==> src/rtl/sprd_pkg.sv <==
package sprd_pkg;

   localparam int PACKET_LEN_DEF = 43;
   localparam int BYTE_W         = 8;
   localparam int ELEMENTS       = 9;
   localparam int ELEM_W         = 4;
   localparam int WORD_W         = 32;
   localparam int RSP_TDATA_W    = 40;

   // Commands from the controller to the datapath.
   typedef struct packed {
      logic start_packet;  // write the header byte at position 0, fill becomes 1
      logic store_byte;    // append the received byte, fill advances
      logic clear_walk;    // walk index and running sum to zero
      logic set_idx_one;   // walk index to one, element counter to zero
      logic rd_en;         // read the store at the current walk position
      logic acc_sum;       // fold the read byte into the checksum
      logic shift_word;    // shift the read byte into the element word
      logic advance;       // walk index plus one
      logic resync;        // restart the packet at the current walk position
      logic emit;          // load the output register with the element word
   } cmd_type;

   // Status from the datapath to the controller.
   typedef struct packed {
      logic byte_is_hdr;   // received byte equals the header value
      logic fill_last;     // one byte missing to a full packet
      logic idx_last;      // walk index at the last packet position
      logic word_last;     // walk index at the last byte of an element
      logic rd_is_hdr;     // read byte equals the header value
      logic sum_ok;        // checksum equals the trailing word
      logic elem_last;     // element counter at the last element
      logic out_free;      // output register can take a new element
   } status_type;

endpackage

==> src/rtl/sprd_ram.sv <==
module sprd_ram #(
   parameter int WIDTH = 8,
   parameter int DEPTH = 43
) (
   input  logic                     clock,
   input  logic                     wr_en,
   input  logic [$clog2(DEPTH)-1:0] wr_addr,
   input  logic [WIDTH-1:0]         wr_data,
   input  logic                     rd_en,
   input  logic [$clog2(DEPTH)-1:0] rd_addr,
   output logic [WIDTH-1:0]         rd_data
);

   logic [WIDTH-1:0] mem_ff [DEPTH];
   logic [WIDTH-1:0] rd_data_ff;

   always_ff @(posedge clock) begin
      if (wr_en) begin
         mem_ff[wr_addr] <= wr_data;
      end
      if (rd_en) begin
         rd_data_ff <= mem_ff[rd_addr];
      end
   end

   assign rd_data = rd_data_ff;

endmodule

==> src/rtl/sprd_datapath.sv <==
module sprd_datapath #(
   parameter int PACKET_LEN = sprd_pkg::PACKET_LEN_DEF
) (
   input  logic                             clock,
   input  logic                             reset,
   input  logic                             csr_wr_en,
   input  logic [sprd_pkg::BYTE_W-1:0]      csr_wr_data,
   input  logic [sprd_pkg::BYTE_W-1:0]      req_tdata,
   input  logic                             rsp_tready,
   output logic                             rsp_tvalid,
   output logic [sprd_pkg::RSP_TDATA_W-1:0] rsp_tdata,
   output logic                             rsp_tlast,
   input  sprd_pkg::cmd_type                cmd,
   output sprd_pkg::status_type             status
);

   localparam int AW = $clog2(PACKET_LEN);
   localparam int CW = AW + 1;
   localparam logic [CW-1:0] LEN_C   = CW'(PACKET_LEN);
   localparam logic [CW-1:0] LAST_C  = CW'(PACKET_LEN - 1);
   localparam logic [CW-1:0] HI_C    = CW'(PACKET_LEN - 2);
   localparam logic [sprd_pkg::ELEM_W-1:0] ELAST_C =
      sprd_pkg::ELEM_W'(sprd_pkg::ELEMENTS - 1);

   // Logical packet position to physical store address; the store is a ring
   // starting at base_ff so that a resync needs no data movement.
   function automatic logic [AW-1:0] phys(input logic [AW-1:0] b, input logic [CW-1:0] k);
      logic [CW-1:0] s;
      s = {1'b0, b} + k;
      if (s >= LEN_C) begin
         s = s - LEN_C;
      end
      return s[AW-1:0];
   endfunction

   logic [sprd_pkg::BYTE_W-1:0] header_ff;
   logic [AW-1:0]               base_ff, base_in;
   logic [CW-1:0]               fill_ff, fill_in;
   logic [CW-1:0]               idx_ff, idx_in;
   logic [15:0]                 sum_ff, sum_in;
   logic [sprd_pkg::BYTE_W-1:0] given_hi_ff, given_lo_ff;
   logic [sprd_pkg::WORD_W-1:0] word_ff;
   logic [sprd_pkg::ELEM_W-1:0] elem_ff, elem_in;
   logic                        out_valid_ff, out_valid_in;
   logic [sprd_pkg::ELEM_W-1:0] out_index_ff;
   logic [sprd_pkg::WORD_W-1:0] out_value_ff;
   logic                        out_last_ff;

   logic                        wr_en;
   logic [AW-1:0]               wr_addr;
   logic [AW-1:0]               rd_addr;
   logic [sprd_pkg::BYTE_W-1:0] rd_data;

   assign wr_en   = cmd.start_packet | cmd.store_byte;
   assign wr_addr = cmd.start_packet ? '0 : phys(base_ff, fill_ff);
   assign rd_addr = phys(base_ff, idx_ff);

   sprd_ram #(
      .WIDTH (sprd_pkg::BYTE_W),
      .DEPTH (PACKET_LEN)
   ) u_store (
      .clock   (clock),
      .wr_en   (wr_en),
      .wr_addr (wr_addr),
      .wr_data (req_tdata),
      .rd_en   (cmd.rd_en),
      .rd_addr (rd_addr),
      .rd_data (rd_data)
   );

   always_comb begin
      base_in = base_ff;
      fill_in = fill_ff;
      if (cmd.start_packet) begin
         base_in = '0;
         fill_in = CW'(1);
      end else if (cmd.store_byte) begin
         fill_in = fill_ff + CW'(1);
      end else if (cmd.resync) begin
         base_in = rd_addr;
         fill_in = LEN_C - idx_ff;
      end

      idx_in = idx_ff;
      if (cmd.clear_walk) begin
         idx_in = '0;
      end else if (cmd.set_idx_one) begin
         idx_in = CW'(1);
      end else if (cmd.advance) begin
         idx_in = idx_ff + CW'(1);
      end

      sum_in = sum_ff;
      if (cmd.clear_walk) begin
         sum_in = '0;
      end else if (cmd.acc_sum && idx_ff < HI_C) begin
         sum_in = sum_ff + {8'd0, rd_data};
      end

      elem_in = elem_ff;
      if (cmd.set_idx_one) begin
         elem_in = '0;
      end else if (cmd.emit) begin
         elem_in = elem_ff + sprd_pkg::ELEM_W'(1);
      end

      out_valid_in = out_valid_ff;
      if (cmd.emit) begin
         out_valid_in = 1'b1;
      end else if (rsp_tready) begin
         out_valid_in = 1'b0;
      end
   end

   always_ff @(posedge clock) begin
      if (reset) begin
         header_ff    <= '0;
         base_ff      <= '0;
         fill_ff      <= '0;
         idx_ff       <= '0;
         elem_ff      <= '0;
         out_valid_ff <= 1'b0;
      end else begin
         if (csr_wr_en) begin
            header_ff <= csr_wr_data;
         end
         base_ff      <= base_in;
         fill_ff      <= fill_in;
         idx_ff       <= idx_in;
         elem_ff      <= elem_in;
         out_valid_ff <= out_valid_in;
      end
   end

   always_ff @(posedge clock) begin
      sum_ff <= sum_in;
      if (cmd.acc_sum && idx_ff == HI_C) begin
         given_hi_ff <= rd_data;
      end
      if (cmd.acc_sum && idx_ff == LAST_C) begin
         given_lo_ff <= rd_data;
      end
      if (cmd.shift_word) begin
         word_ff <= {word_ff[sprd_pkg::WORD_W-sprd_pkg::BYTE_W-1:0], rd_data};
      end
      if (cmd.emit) begin
         out_index_ff <= elem_ff;
         out_value_ff <= word_ff;
         out_last_ff  <= (elem_ff == ELAST_C);
      end
   end

   assign status.byte_is_hdr = (req_tdata == header_ff);
   assign status.fill_last   = (fill_ff == LAST_C);
   assign status.idx_last    = (idx_ff == LAST_C);
   assign status.word_last   = (idx_ff[1:0] == 2'd0);
   assign status.rd_is_hdr   = (rd_data == header_ff);
   assign status.sum_ok      = (sum_ff == {given_hi_ff, given_lo_ff});
   assign status.elem_last   = (elem_ff == ELAST_C);
   assign status.out_free    = !out_valid_ff || rsp_tready;

   assign rsp_tvalid = out_valid_ff;
   assign rsp_tdata  = {4'd0, out_value_ff, out_index_ff};
   assign rsp_tlast  = out_last_ff;

   a_fill_in_range: assert property (@(posedge clock) disable iff (reset)
      fill_ff <= LEN_C)
      else $error("fill count beyond packet length");

   a_base_in_range: assert property (@(posedge clock) disable iff (reset)
      {1'b0, base_ff} < LEN_C)
      else $error("ring base outside the store");

   a_no_overwrite: assert property (@(posedge clock) disable iff (reset)
      cmd.emit |-> (!out_valid_ff || rsp_tready))
      else $error("element loaded over a pending result");

   a_elem_bound: assert property (@(posedge clock) disable iff (reset)
      cmd.emit |=> elem_ff != '0 && elem_ff <= sprd_pkg::ELEM_W'(sprd_pkg::ELEMENTS))
      else $error("element counter out of range");

endmodule

==> src/rtl/sprd_ctrl.sv <==
module sprd_ctrl (
   input  logic                 clock,
   input  logic                 reset,
   input  logic                 req_tvalid,
   output logic                 req_tready,
   input  sprd_pkg::status_type status,
   output sprd_pkg::cmd_type    cmd
);

   typedef enum logic [3:0] {
      ST_IDLE,
      ST_SUM_RD,
      ST_SUM_USE,
      ST_SUM_CHK,
      ST_SRCH_RD,
      ST_SRCH_USE,
      ST_EMIT_RD,
      ST_EMIT_USE,
      ST_EMIT_OUT
   } state_type;

   state_type state_ff, state_in;
   logic      collecting_ff, collecting_in;
   logic      accept;

   assign req_tready = (state_ff == ST_IDLE);
   assign accept     = req_tvalid && req_tready;

   always_comb begin
      state_in      = state_ff;
      collecting_in = collecting_ff;
      cmd           = '0;
      unique case (state_ff)
         ST_IDLE: begin
            if (accept) begin
               if (!collecting_ff) begin
                  if (status.byte_is_hdr) begin
                     cmd.start_packet = 1'b1;
                     collecting_in    = 1'b1;
                  end
               end else begin
                  cmd.store_byte = 1'b1;
                  if (status.fill_last) begin
                     cmd.clear_walk = 1'b1;
                     state_in       = ST_SUM_RD;
                  end
               end
            end
         end
         ST_SUM_RD: begin
            cmd.rd_en = 1'b1;
            state_in  = ST_SUM_USE;
         end
         ST_SUM_USE: begin
            cmd.acc_sum = 1'b1;
            cmd.advance = 1'b1;
            state_in    = status.idx_last ? ST_SUM_CHK : ST_SUM_RD;
         end
         ST_SUM_CHK: begin
            cmd.set_idx_one = 1'b1;
            state_in        = status.sum_ok ? ST_EMIT_RD : ST_SRCH_RD;
         end
         ST_SRCH_RD: begin
            cmd.rd_en = 1'b1;
            state_in  = ST_SRCH_USE;
         end
         ST_SRCH_USE: begin
            priority if (status.rd_is_hdr) begin
               cmd.resync = 1'b1;
               state_in   = ST_IDLE;
            end else if (status.idx_last) begin
               collecting_in = 1'b0;
               state_in      = ST_IDLE;
            end else begin
               cmd.advance = 1'b1;
               state_in    = ST_SRCH_RD;
            end
         end
         ST_EMIT_RD: begin
            cmd.rd_en = 1'b1;
            state_in  = ST_EMIT_USE;
         end
         ST_EMIT_USE: begin
            cmd.shift_word = 1'b1;
            cmd.advance    = 1'b1;
            state_in       = status.word_last ? ST_EMIT_OUT : ST_EMIT_RD;
         end
         ST_EMIT_OUT: begin
            if (status.out_free) begin
               cmd.emit = 1'b1;
               if (status.elem_last) begin
                  collecting_in = 1'b0;
                  state_in      = ST_IDLE;
               end else begin
                  state_in = ST_EMIT_RD;
               end
            end
         end
         default: begin
            state_in = ST_IDLE;
         end
      endcase
   end

   always_ff @(posedge clock) begin
      if (reset) begin
         state_ff      <= ST_IDLE;
         collecting_ff <= 1'b0;
      end else begin
         state_ff      <= state_in;
         collecting_ff <= collecting_in;
      end
   end

   a_full_starts_sum: assert property (@(posedge clock) disable iff (reset)
      accept && collecting_ff && status.fill_last |=> state_ff == ST_SUM_RD)
      else $error("full packet did not start the checksum walk");

   a_emit_only_out: assert property (@(posedge clock) disable iff (reset)
      cmd.emit |-> state_ff == ST_EMIT_OUT && status.out_free)
      else $error("element emitted outside the output step");

   a_walk_keeps_collecting: assert property (@(posedge clock) disable iff (reset)
      state_ff != ST_IDLE |-> collecting_ff)
      else $error("packet walk while hunting");

endmodule

==> src/rtl/sensor_packet_resync_deframer_unit.sv <==
// Serial sensor packet deframer.
//
// Bytes from the serial receiver enter on the req_ stream, one per transfer.
// While hunting, bytes are dropped until one equals the header value written
// through csr_wr_en / csr_wr_data. From there PACKET_LEN bytes are collected
// into a ring store. A full packet is checked: the 16-bit wrapping sum of all
// bytes but the last two must equal the big-endian trailing word. A good packet
// yields nine transfers on the rsp_ stream, the big-endian words of bytes 1 to
// 36 as matrix elements 0 to 8, with rsp_tlast on the ninth. A bad packet is
// restarted at the first later header byte found in the store, or dropped.
//
// A byte that does not complete a packet leaves req_tready high. The byte that
// completes one holds req_tready low while the single store read port is
// walked: first over the whole packet for the checksum, then over bytes 1 to
// 36 for the elements or from byte 1 on for the header search. The last
// element sits in the output register while new bytes are already taken. A
// stalled receiver holds each element and stops the walk until the output
// register frees. Reset clears the control state, the header value to zero,
// and returns the block to hunting.
module sensor_packet_resync_deframer_unit #(
   parameter int PACKET_LEN = sprd_pkg::PACKET_LEN_DEF
) (
   input  logic                             clock,
   input  logic                             reset,
   input  logic                             csr_wr_en,
   input  logic [sprd_pkg::BYTE_W-1:0]      csr_wr_data,   // header_value
   input  logic                             req_tvalid,
   output logic                             req_tready,
   input  logic [sprd_pkg::BYTE_W-1:0]      req_tdata,     // rx_byte
   output logic                             rsp_tvalid,
   input  logic                             rsp_tready,
   // [3:0] element_index, [35:4] element_value, [39:36] zero
   output logic [sprd_pkg::RSP_TDATA_W-1:0] rsp_tdata,
   output logic                             rsp_tlast      // last_element
);

   sprd_pkg::cmd_type    cmd;
   sprd_pkg::status_type status;

   // The sequencer decides what the datapath does each cycle.
   sprd_ctrl u_ctrl (
      .clock      (clock),
      .reset      (reset),
      .req_tvalid (req_tvalid),
      .req_tready (req_tready),
      .status     (status),
      .cmd        (cmd)
   );

   // The datapath holds the store, the walk counters, the checksum and the
   // output register.
   sprd_datapath #(
      .PACKET_LEN (PACKET_LEN)
   ) u_datapath (
      .clock       (clock),
      .reset       (reset),
      .csr_wr_en   (csr_wr_en),
      .csr_wr_data (csr_wr_data),
      .req_tdata   (req_tdata),
      .rsp_tready  (rsp_tready),
      .rsp_tvalid  (rsp_tvalid),
      .rsp_tdata   (rsp_tdata),
      .rsp_tlast   (rsp_tlast),
      .cmd         (cmd),
      .status      (status)
   );

endmodule
==> config.mk <==
export PLATFORM = sky130hd
export DESIGN_NAME = sensor_packet_resync_deframer_unit
export DESIGN_NICKNAME = d
export VERILOG_FILES = /design/src/rtl/sprd_pkg.sv /design/src/rtl/sprd_ram.sv /design/src/rtl/sprd_datapath.sv /design/src/rtl/sprd_ctrl.sv /design/src/rtl/sensor_packet_resync_deframer_unit.sv
export SDC_FILE = /design/constraint.sdc
export NUM_CORES = 1
export LEC_CHECK = 0
export ABC_AREA = 1
export BUFFER_PORTS_ARGS = -buffer_cell sky130_fd_sc_hd__buf_2
export CORE_ASPECT_RATIO = 1.4
export CORE_UTILIZATION = 25
export DETAILED_ROUTE_END_ITERATION = 6
export PLACE_DENSITY_LB_ADDON = 0.1
export SETUP_SLACK_MARGIN = 0.02
export SYNTH_ARGS = -nofsm -noshare
export SYNTH_HDL_FRONTEND = slang
export SYNTH_SLANG_ARGS = --single-unit
==> constraint.sdc <==
create_clock -name clock -period 4.55 [get_ports clock]
set_input_delay 0 -clock clock [delete_from_list [all_inputs] [get_ports clock]]
set_output_delay 0 -clock clock [all_outputs]
set_load 0.03 [all_outputs]
== After elaboration in Yosys (flattened, before gate mapping) ==
Memories as Yosys holds them, arrays and structs flattened. A register that Yosys moved wholly into a read port is not among the register bits.
Cells that the tools add are included.

* Add/sub/neg operators: 9
* Magnitude comparators: 3
* Equal/unequal tests: 22
* Muxes and demuxes: 47
* Bitwise gates (word level): 2
* Reduce and logical (&&, ||, !) cells: 22

{| class="wikitable"
|+ Operators with widths
! operator !! number
|-
| $pmux 4 s9 || 1
|-
| $mux 1 || 26
|-
| $eq 7x6->1 const B || 3
|-
| $mux 4 || 5
|-
| $mux 6 || 3
|-
| $add 16x8->16 || 1
|-
| $eq 16x16->1 || 1
|-
| $eq 4x3->1 const B || 4
|-
| $eq 8x8->1 || 2
|-
| $mux 3 || 5
|-
| $add 6x7->7 || 2
|-
| $add 7x1->7 const B || 2
|-
| $ge 7x6->1 const B || 2
|-
| $mux 7 || 2
|-
| $ne 2x2->1 const B || 6
|-
| $sub 6x6->6 const B || 2
|-
| $eq 4x2->1 const B || 2
|-
| $eq 4x4->1 const B || 2
|-
| $reduce_or 2->1 || 4
|-
| $lt 7x6->1 const B || 1
|-
| $sub 6x7->7 const A || 1
|-
| $mux 2 || 3
|-
| $reduce_and 6->1 || 1
|-
| $reduce_bool 2->1 || 3
|-
| other kinds (16) || 21
|}

* Bits in registers: 139
* Memory bits (writable): 344
* Bits of input ports: 21
* Output and inout port bits: 43
* Logic and storage cells: 123
* Memories kept: 1

{| class="wikitable"
|+ Memory list
! memory !! words !! bits a word !! rd ports !! clocked after Yosys merged registers in !! wr ports !! line !! text
|-
| u_datapath.u_store.mem_ff || 43 || 8 || 1 || 1 || 1 || sprd_ram.sv:14 || <nowiki>logic [WIDTH-1:0] mem_ff [DEPTH];</nowiki>
|}

== Logic depth before layout (Yosys ltp) ==
* Depth in word-level cells: 8
* Mapped depth: 22
* Mapped depth without buffers: 20

== Hierarchy ==
Synthesis repeated with hierarchy kept, for this count alone.

* Cell total of the unflattened synthesis: 1960
* Area total of the unflattened synthesis: 21320.4 µm²

{| class="wikitable"
|+ By module, submodules not included
! module !! times used !! cells each !! area an instance (µm²) !! sequential area each (µm²)
|-
| sprd_ram || 1 || 1207 || 14383.8 || 10570.1
|-
| sprd_datapath || 1 || 676 || 6477.5 || 3533.4
|-
| sprd_ctrl || 1 || 77 || 459.2 || 100.1
|}

== Worst setup path after synthesis ==
OpenSTA, ideal clock, no wires.

* Path type: register -> register
* Start: reg u_ctrl.state_ff[2]
* End: reg u_datapath.idx_ff[6]
* Library setup time: 70 ps
* Arrival time: 3678 ps
* Data required time: 4480 ps
* Setup slack: 802 ps
* Stages on the path, launching flop included: 11
* Buffers on the path: 0
* Clock period less this slack: 3748 ps
* Cell sequence: dfxtp_1 inv_1 nor2_1 inv_1 nor3_1 nor2_1 nand2_1 nand2_1 nor3b_1 o21ai_0 a21oi_1

* Longest elaborated chain between the ends: 5
* Elaborated cells between the ends (all ways): 12
* Those cells by class: eq/ne: 4; mux: 4; reduce/logical: 4

{| class="wikitable"
|+ Ends and longest elaborated chain
! what !! line !! text
|-
| start, declared || sprd_ctrl.sv:22 || <nowiki>state_type state_ff, state_in;</nowiki>
|-
| start signal, assigned || sprd_ctrl.sv:110 || <nowiki>state_ff <= state_in;</nowiki>
|-
| $logic_not 4->1 || sprd_ctrl.sv:26, sprd_ctrl.sv:33 ||
|-
| $logic_and 1x1->1 || sprd_ctrl.sv:27 || <nowiki>assign accept = req_tvalid && req_tready;</nowiki>
|-
| $mux 3 || sprd_ctrl.sv:35 || <nowiki>if (accept) begin</nowiki>
|-
| $mux 3 || sprd_ctrl.sv:33 || <nowiki>unique case (state_ff)</nowiki>
|-
| $reduce_or 3->1 (no source line) || n/a ||
|-
| end signal, assigned || sprd_datapath.sv:129 || <nowiki>idx_ff <= idx_in;</nowiki>
|-
| end, declared || sprd_datapath.sv:39 || <nowiki>logic [CW-1:0] idx_ff, idx_in;</nowiki>
|}

Parallel ways exist; a longest one is shown, timed or not.
A chain may end at the register's enable or synchronous reset.

== Worst setup path after layout ==
* Start: reg u_datapath.idx_ff[0]
* End: reg u_datapath.u_store.rd_data_ff[4] (netlist: u_datapath.u_store.rd_data[4]) (read register of u_datapath.u_store.mem_ff) (data pin)

* Longest elaborated chain between the ends: 3
* Elaborated cells between the ends (all ways): 4
* Those cells by class: add/sub: 2; order compare: 1; mux: 1

{| class="wikitable"
|+ Ends and longest elaborated chain
! what !! line !! text
|-
| $add 6x7->7 (*) || sprd_datapath.sv:29 || <nowiki>s = {1'b0, b} + k;</nowiki>
|-
| $sub 6x6->6 / $ge 7x6->1 (equally long branches) || sprd_datapath.sv:31, sprd_datapath.sv:30 ||
|-
| $mux 6 (*) || sprd_datapath.sv:30 || <nowiki>if (s >= LEN_C) begin</nowiki>
|-
| end, declared || sprd_ram.sv:15 || <nowiki>logic [WIDTH-1:0] rd_data_ff;</nowiki>
|}

Every way passes the cells marked *; elsewhere a longest branch is shown, timed or not.

==> qor.csv <==
metric,value,unit
status,finished clean,
crit_path_max_incr_delay,0.72,ns
route.final.wire_length,73.5,mm
crit_path_top_delay_cell,fa_2,
crit_path_frequent_cell,nand3_1,
post-route-util,30.0,%
max-vdd-ir-drop,0.257,mV
synth_area_leaders,"edfxtp_1, nand3_1, nand2_1",
final_nets,2337,
syn-cell-area,22100,sq um
max_slew_margin,23.3,%
power.switching_fraction,21.9,%
endpoint_kind,flip-flop,
rsz0062_at_grt,no,
worst_pin_slew,1.15,ns
drive_above_1_share,11.7,%
drt_first_iter_violations,974,
setup.worst_path.start,u_datapath.idx_ff[0],
clkSinkCount,491,
power.clock.fraction,46.6,%
grt_max_degree,80,
synth_most_common_cell,nand2_1,
worstPathArrival,4.74,ns
antenna-diode-count,0,
worst_clock_skew,0.0270,ns
place.port_buffers,59,
post_synth_simple_gate_area,19.8,%
hold_path_startpoint,req_tdata[4],
hold_path_class,in2reg,
place.detailed.hpwl,49.5,mm
synthAdderAreaFrac,2.08,%
synth_top_family_by_area,simple AND/OR/NAND/NOR gates,
power_density,366,nW/um^2
gr-total-overflow,0,
finalSetupTns,0,ns
synth_top_cells_by_count,"nand2_1, edfxtp_1, nand3_1, inv_1, nor2_1",
drcViolationCount,0,
synth-compound-area-share,4.34,%
post_cts_setup_driven_buffer_insertion_count,0,
ctsLongestPathBuffers,3,
fp-row-count,128,
crit_required,5.03,ns
startpoint_to_endpoint_class_of_the_critical_path,reg2reg,
worst_setup_path_start_kind,flip-flop,
cts_inserted_buffers,54,
report.final.hold_viol_count,0,
layout.filler_cells,9122,
timing.critical_path.max_delay_family,simple AND/OR/NAND/NOR gates,
gp_routability_congestion,0.832,
internal-power,7.49,mW
grt_pass1_wl,107,mm
critical_path.max_fanout,35,
cts-root-buf,clkbuf_16,
syn2layout_area_growth,18.5,%
power_leakage,10.5,nW
insertion_delay,0.63,ns
drv_cap,0,
fmax,235,MHz
count_of_warnings_emitted_by_yosys,0,
ys_seq_elements,491,
via_count_of_the_first_global_routing_pass,15900,
grtUsageTotal,16.4,%
number_of_antenna_violations_at_the_first_check_in_global_routing,4,
starting_density,25.3,%
post_synth_xor_area_fraction,1.55,%
via_count,15500,
timing.final.max_slew_violations,0,
sequential_to_total_area_share_from_yosys_stat,64.3,%
die_w,253,microns
synth_edf_count,437,
setup-violations-final,0,
num_io_pins,64,
synthFlopType,edfxtp_1,
postRouteAntennaNets,0,
seq_power_share,51.2,%
timing.critical_path.buf_inv,3,
cts_tree,done,
netlist_instances,2132,
final_min_period_over_clock_period,93.5,%
synth.largest_area_cell,edfxtp_1,
portion_of_total_power_attributed_to_combinational_logic,2.2,%
firstDrtPassIters,7,
routedWlPerCell,21.0,microns
synthArstFlopShare,0,%
p_switching,2.10,mW
viasPerCell,4.45,
post-route-min-period,4.25,ns
timing.critical_path.cells,"ha_1, fa_2, ha_1, inv_1, nand3_1, nand3_1, nand2_1, nand2_2, nand2_2, nand2_1, nand2_2, buf_12, buf_4, nand3_1, nand3_1, nand3_1, nand3_1, nand3_1, nand2_1",
die_height,354,microns
reg2reg_from,u_datapath.idx_ff[0],
synth_cell_type_count,53,
design.die.area,89600,sq um
yosys.area.top_type_share,59.4,%
clkTransAtPathRegs,0.07,ns
synthMuxAreaShare,0,%
cts-htree-levels,2,
post_synth.cell_area_avg,10.4,sq um
core_area,87300,sq um
==> final timing paths <==
| path | end | slack [ns] | cells past startpoint |
|---|---|---|---|
| worst min register to register | u_datapath.out_value_ff[27] | 0.42 | 0 |
| worst max-delay path | u_datapath.u_store.rd_data[4] | 0.30 | 19 |
| worst min-delay path | u_datapath.u_store.mem_ff[28][4] | 0.13 | 2 |
| worst max register to register | u_datapath.u_store.rd_data[4] | 0.30 | 19 |
==> layout by cell type, fill, tap and decap left out, types with 6 or more instances in the layout <==
master / synthesis / routed
a21oi_1: 58 / 58
a31oi_1: 6 / 6
buf_12: 0 / 8
buf_2: 38 / 59
buf_4: 15 / 72
clkbuf_1: 16 / 8
clkbuf_16: 0 / 55
clkinv_1: 3 / 12
clkinv_2: 0 / 13
dfxtp_1: 54 / 54
dlygate4sd3_1: 0 / 29
edfxtp_1: 437 / 437
ha_1: 32 / 32
inv_1: 330 / 330
inv_2: 9 / 9
nand2_1: 463 / 463
nand2_2: 7 / 6
nand3_1: 355 / 355
nand4_1: 8 / 8
nor2_1: 103 / 102
nor3_1: 11 / 10
nor4_1: 6 / 6
o211ai_1: 22 / 22
o21ai_0: 43 / 43
o21ai_1: 10 / 10
or2_2: 8 / 8
xnor2_1: 11 / 11
xor2_1: 23 / 23
==> routing by layer <==
layer / part of all wire, % / GRT usage [%]
met1: 40 / 18.5
met3: 3.7 / 2.51
met5: 0 / 0
met4: 4.5 / 7.35
met2: 52 / 30.3
==> logic make-up (layout without fill, tap and decap cells) <==
logic type,count (synthesis),in the layout
buffers and inverters,421,611
flip-flops,491,491
XOR/XNOR,36,36
AND/OR/NAND/NOR,986,986
other,1,4
AO/OA/AOI/OAI,162,163
adder cells (fa/ha/maj),35,35
==> what timing repair did <==
item,CTS,global route
endpoints found under the setup margin,0,1
hold buffers,29,0
gates resized for setup,0,1
endpoints found under the hold margin,25,0
==> worst register-to-register path, cell delays in order, from the launching register on <==
cell and delay (ns):
dfxtp_1 0.36, ha_1 0.27, fa_2 0.72, ha_1 0.21, inv_1 0.07, nand3_1 0.08
nand3_1 0.07, nand2_1 0.07, nand2_2 0.08, nand2_2 0.30, nand2_1 0.13, nand2_2 0.32
buf_12 0.28, buf_4 0.32, nand3_1 0.17, nand3_1 0.13, nand3_1 0.19, nand3_1 0.13
nand3_1 0.12, nand2_1 0.09
==> sequential cells by signal (all words and copies together), names as in the netlist <==
register                    count
u_datapath.given_lo_ff          8
u_datapath.header_ff            8
u_datapath.rsp_tlast            1
u_ctrl.state_ff                 4
u_datapath.out_value_ff        32
u_datapath.u_store.mem_ff     344
u_datapath.idx_ff               7
u_datapath.elem_ff              4
u_datapath.base_ff              6
u_datapath.word_ff             32
u_datapath.given_hi_ff          8
u_datapath.u_store.rd_data      8
u_datapath.out_index_ff         4
u_ctrl.collecting_ff            1
u_datapath.fill_ff              7
u_datapath.sum_ff              16
u_datapath.rsp_tvalid           1
==> final cells by class <==
cell class | count | area, sq um | area share [%]
Sequential cell | 491 | 14200 | 54.2
Multi-Input combinational cell | 1224 | 6180 | 23.6
Tap cell | 1170 | 1460 | 5.59
Clock buffer | 64 | 1420 | 5.42
Timing Repair Buffer | 168 | 1290 | 4.91
Inverter | 342 | 1280 | 4.90
Clock inverter | 37 | 345 | 1.32
==> power by group through the flow <==
stage / combinational [mW] / sequential (mW) / clock, mW
global placement: 0.193 / 5.01 / 0
floorplan: 0.0735 / 5.00 / 0
detailed placement: 0.195 / 5.01 / 0
finish: 0.209 / 4.91 / 4.47
global route: 0.231 / 4.91 / 4.75
CTS: 0.216 / 4.91 / 4.61
==> stage by stage <==
step / instances / hold WS [ns] / area, sq um / worst slack [ns] / power, mW
2_1_floorplan: 2135 / 0.0989 / 22100 / 0.802 / 5.08
3_3_place_gp: 3365 / 0.338 / 24100 / 0.245 / 5.20
3_5_place_dp: 3365 / 0.348 / 24100 / 0.260 / 5.20
4_1_cts: 3495 / 0.0926 / 26200 / 0.211 / 9.73
5_1_grt: 3496 / 0.122 / 26200 / 0.0518 / 9.89
6_report: 3496 / 0.129 / 26200 / 0.296 / 9.59
(Power assumes the default switching activity.)
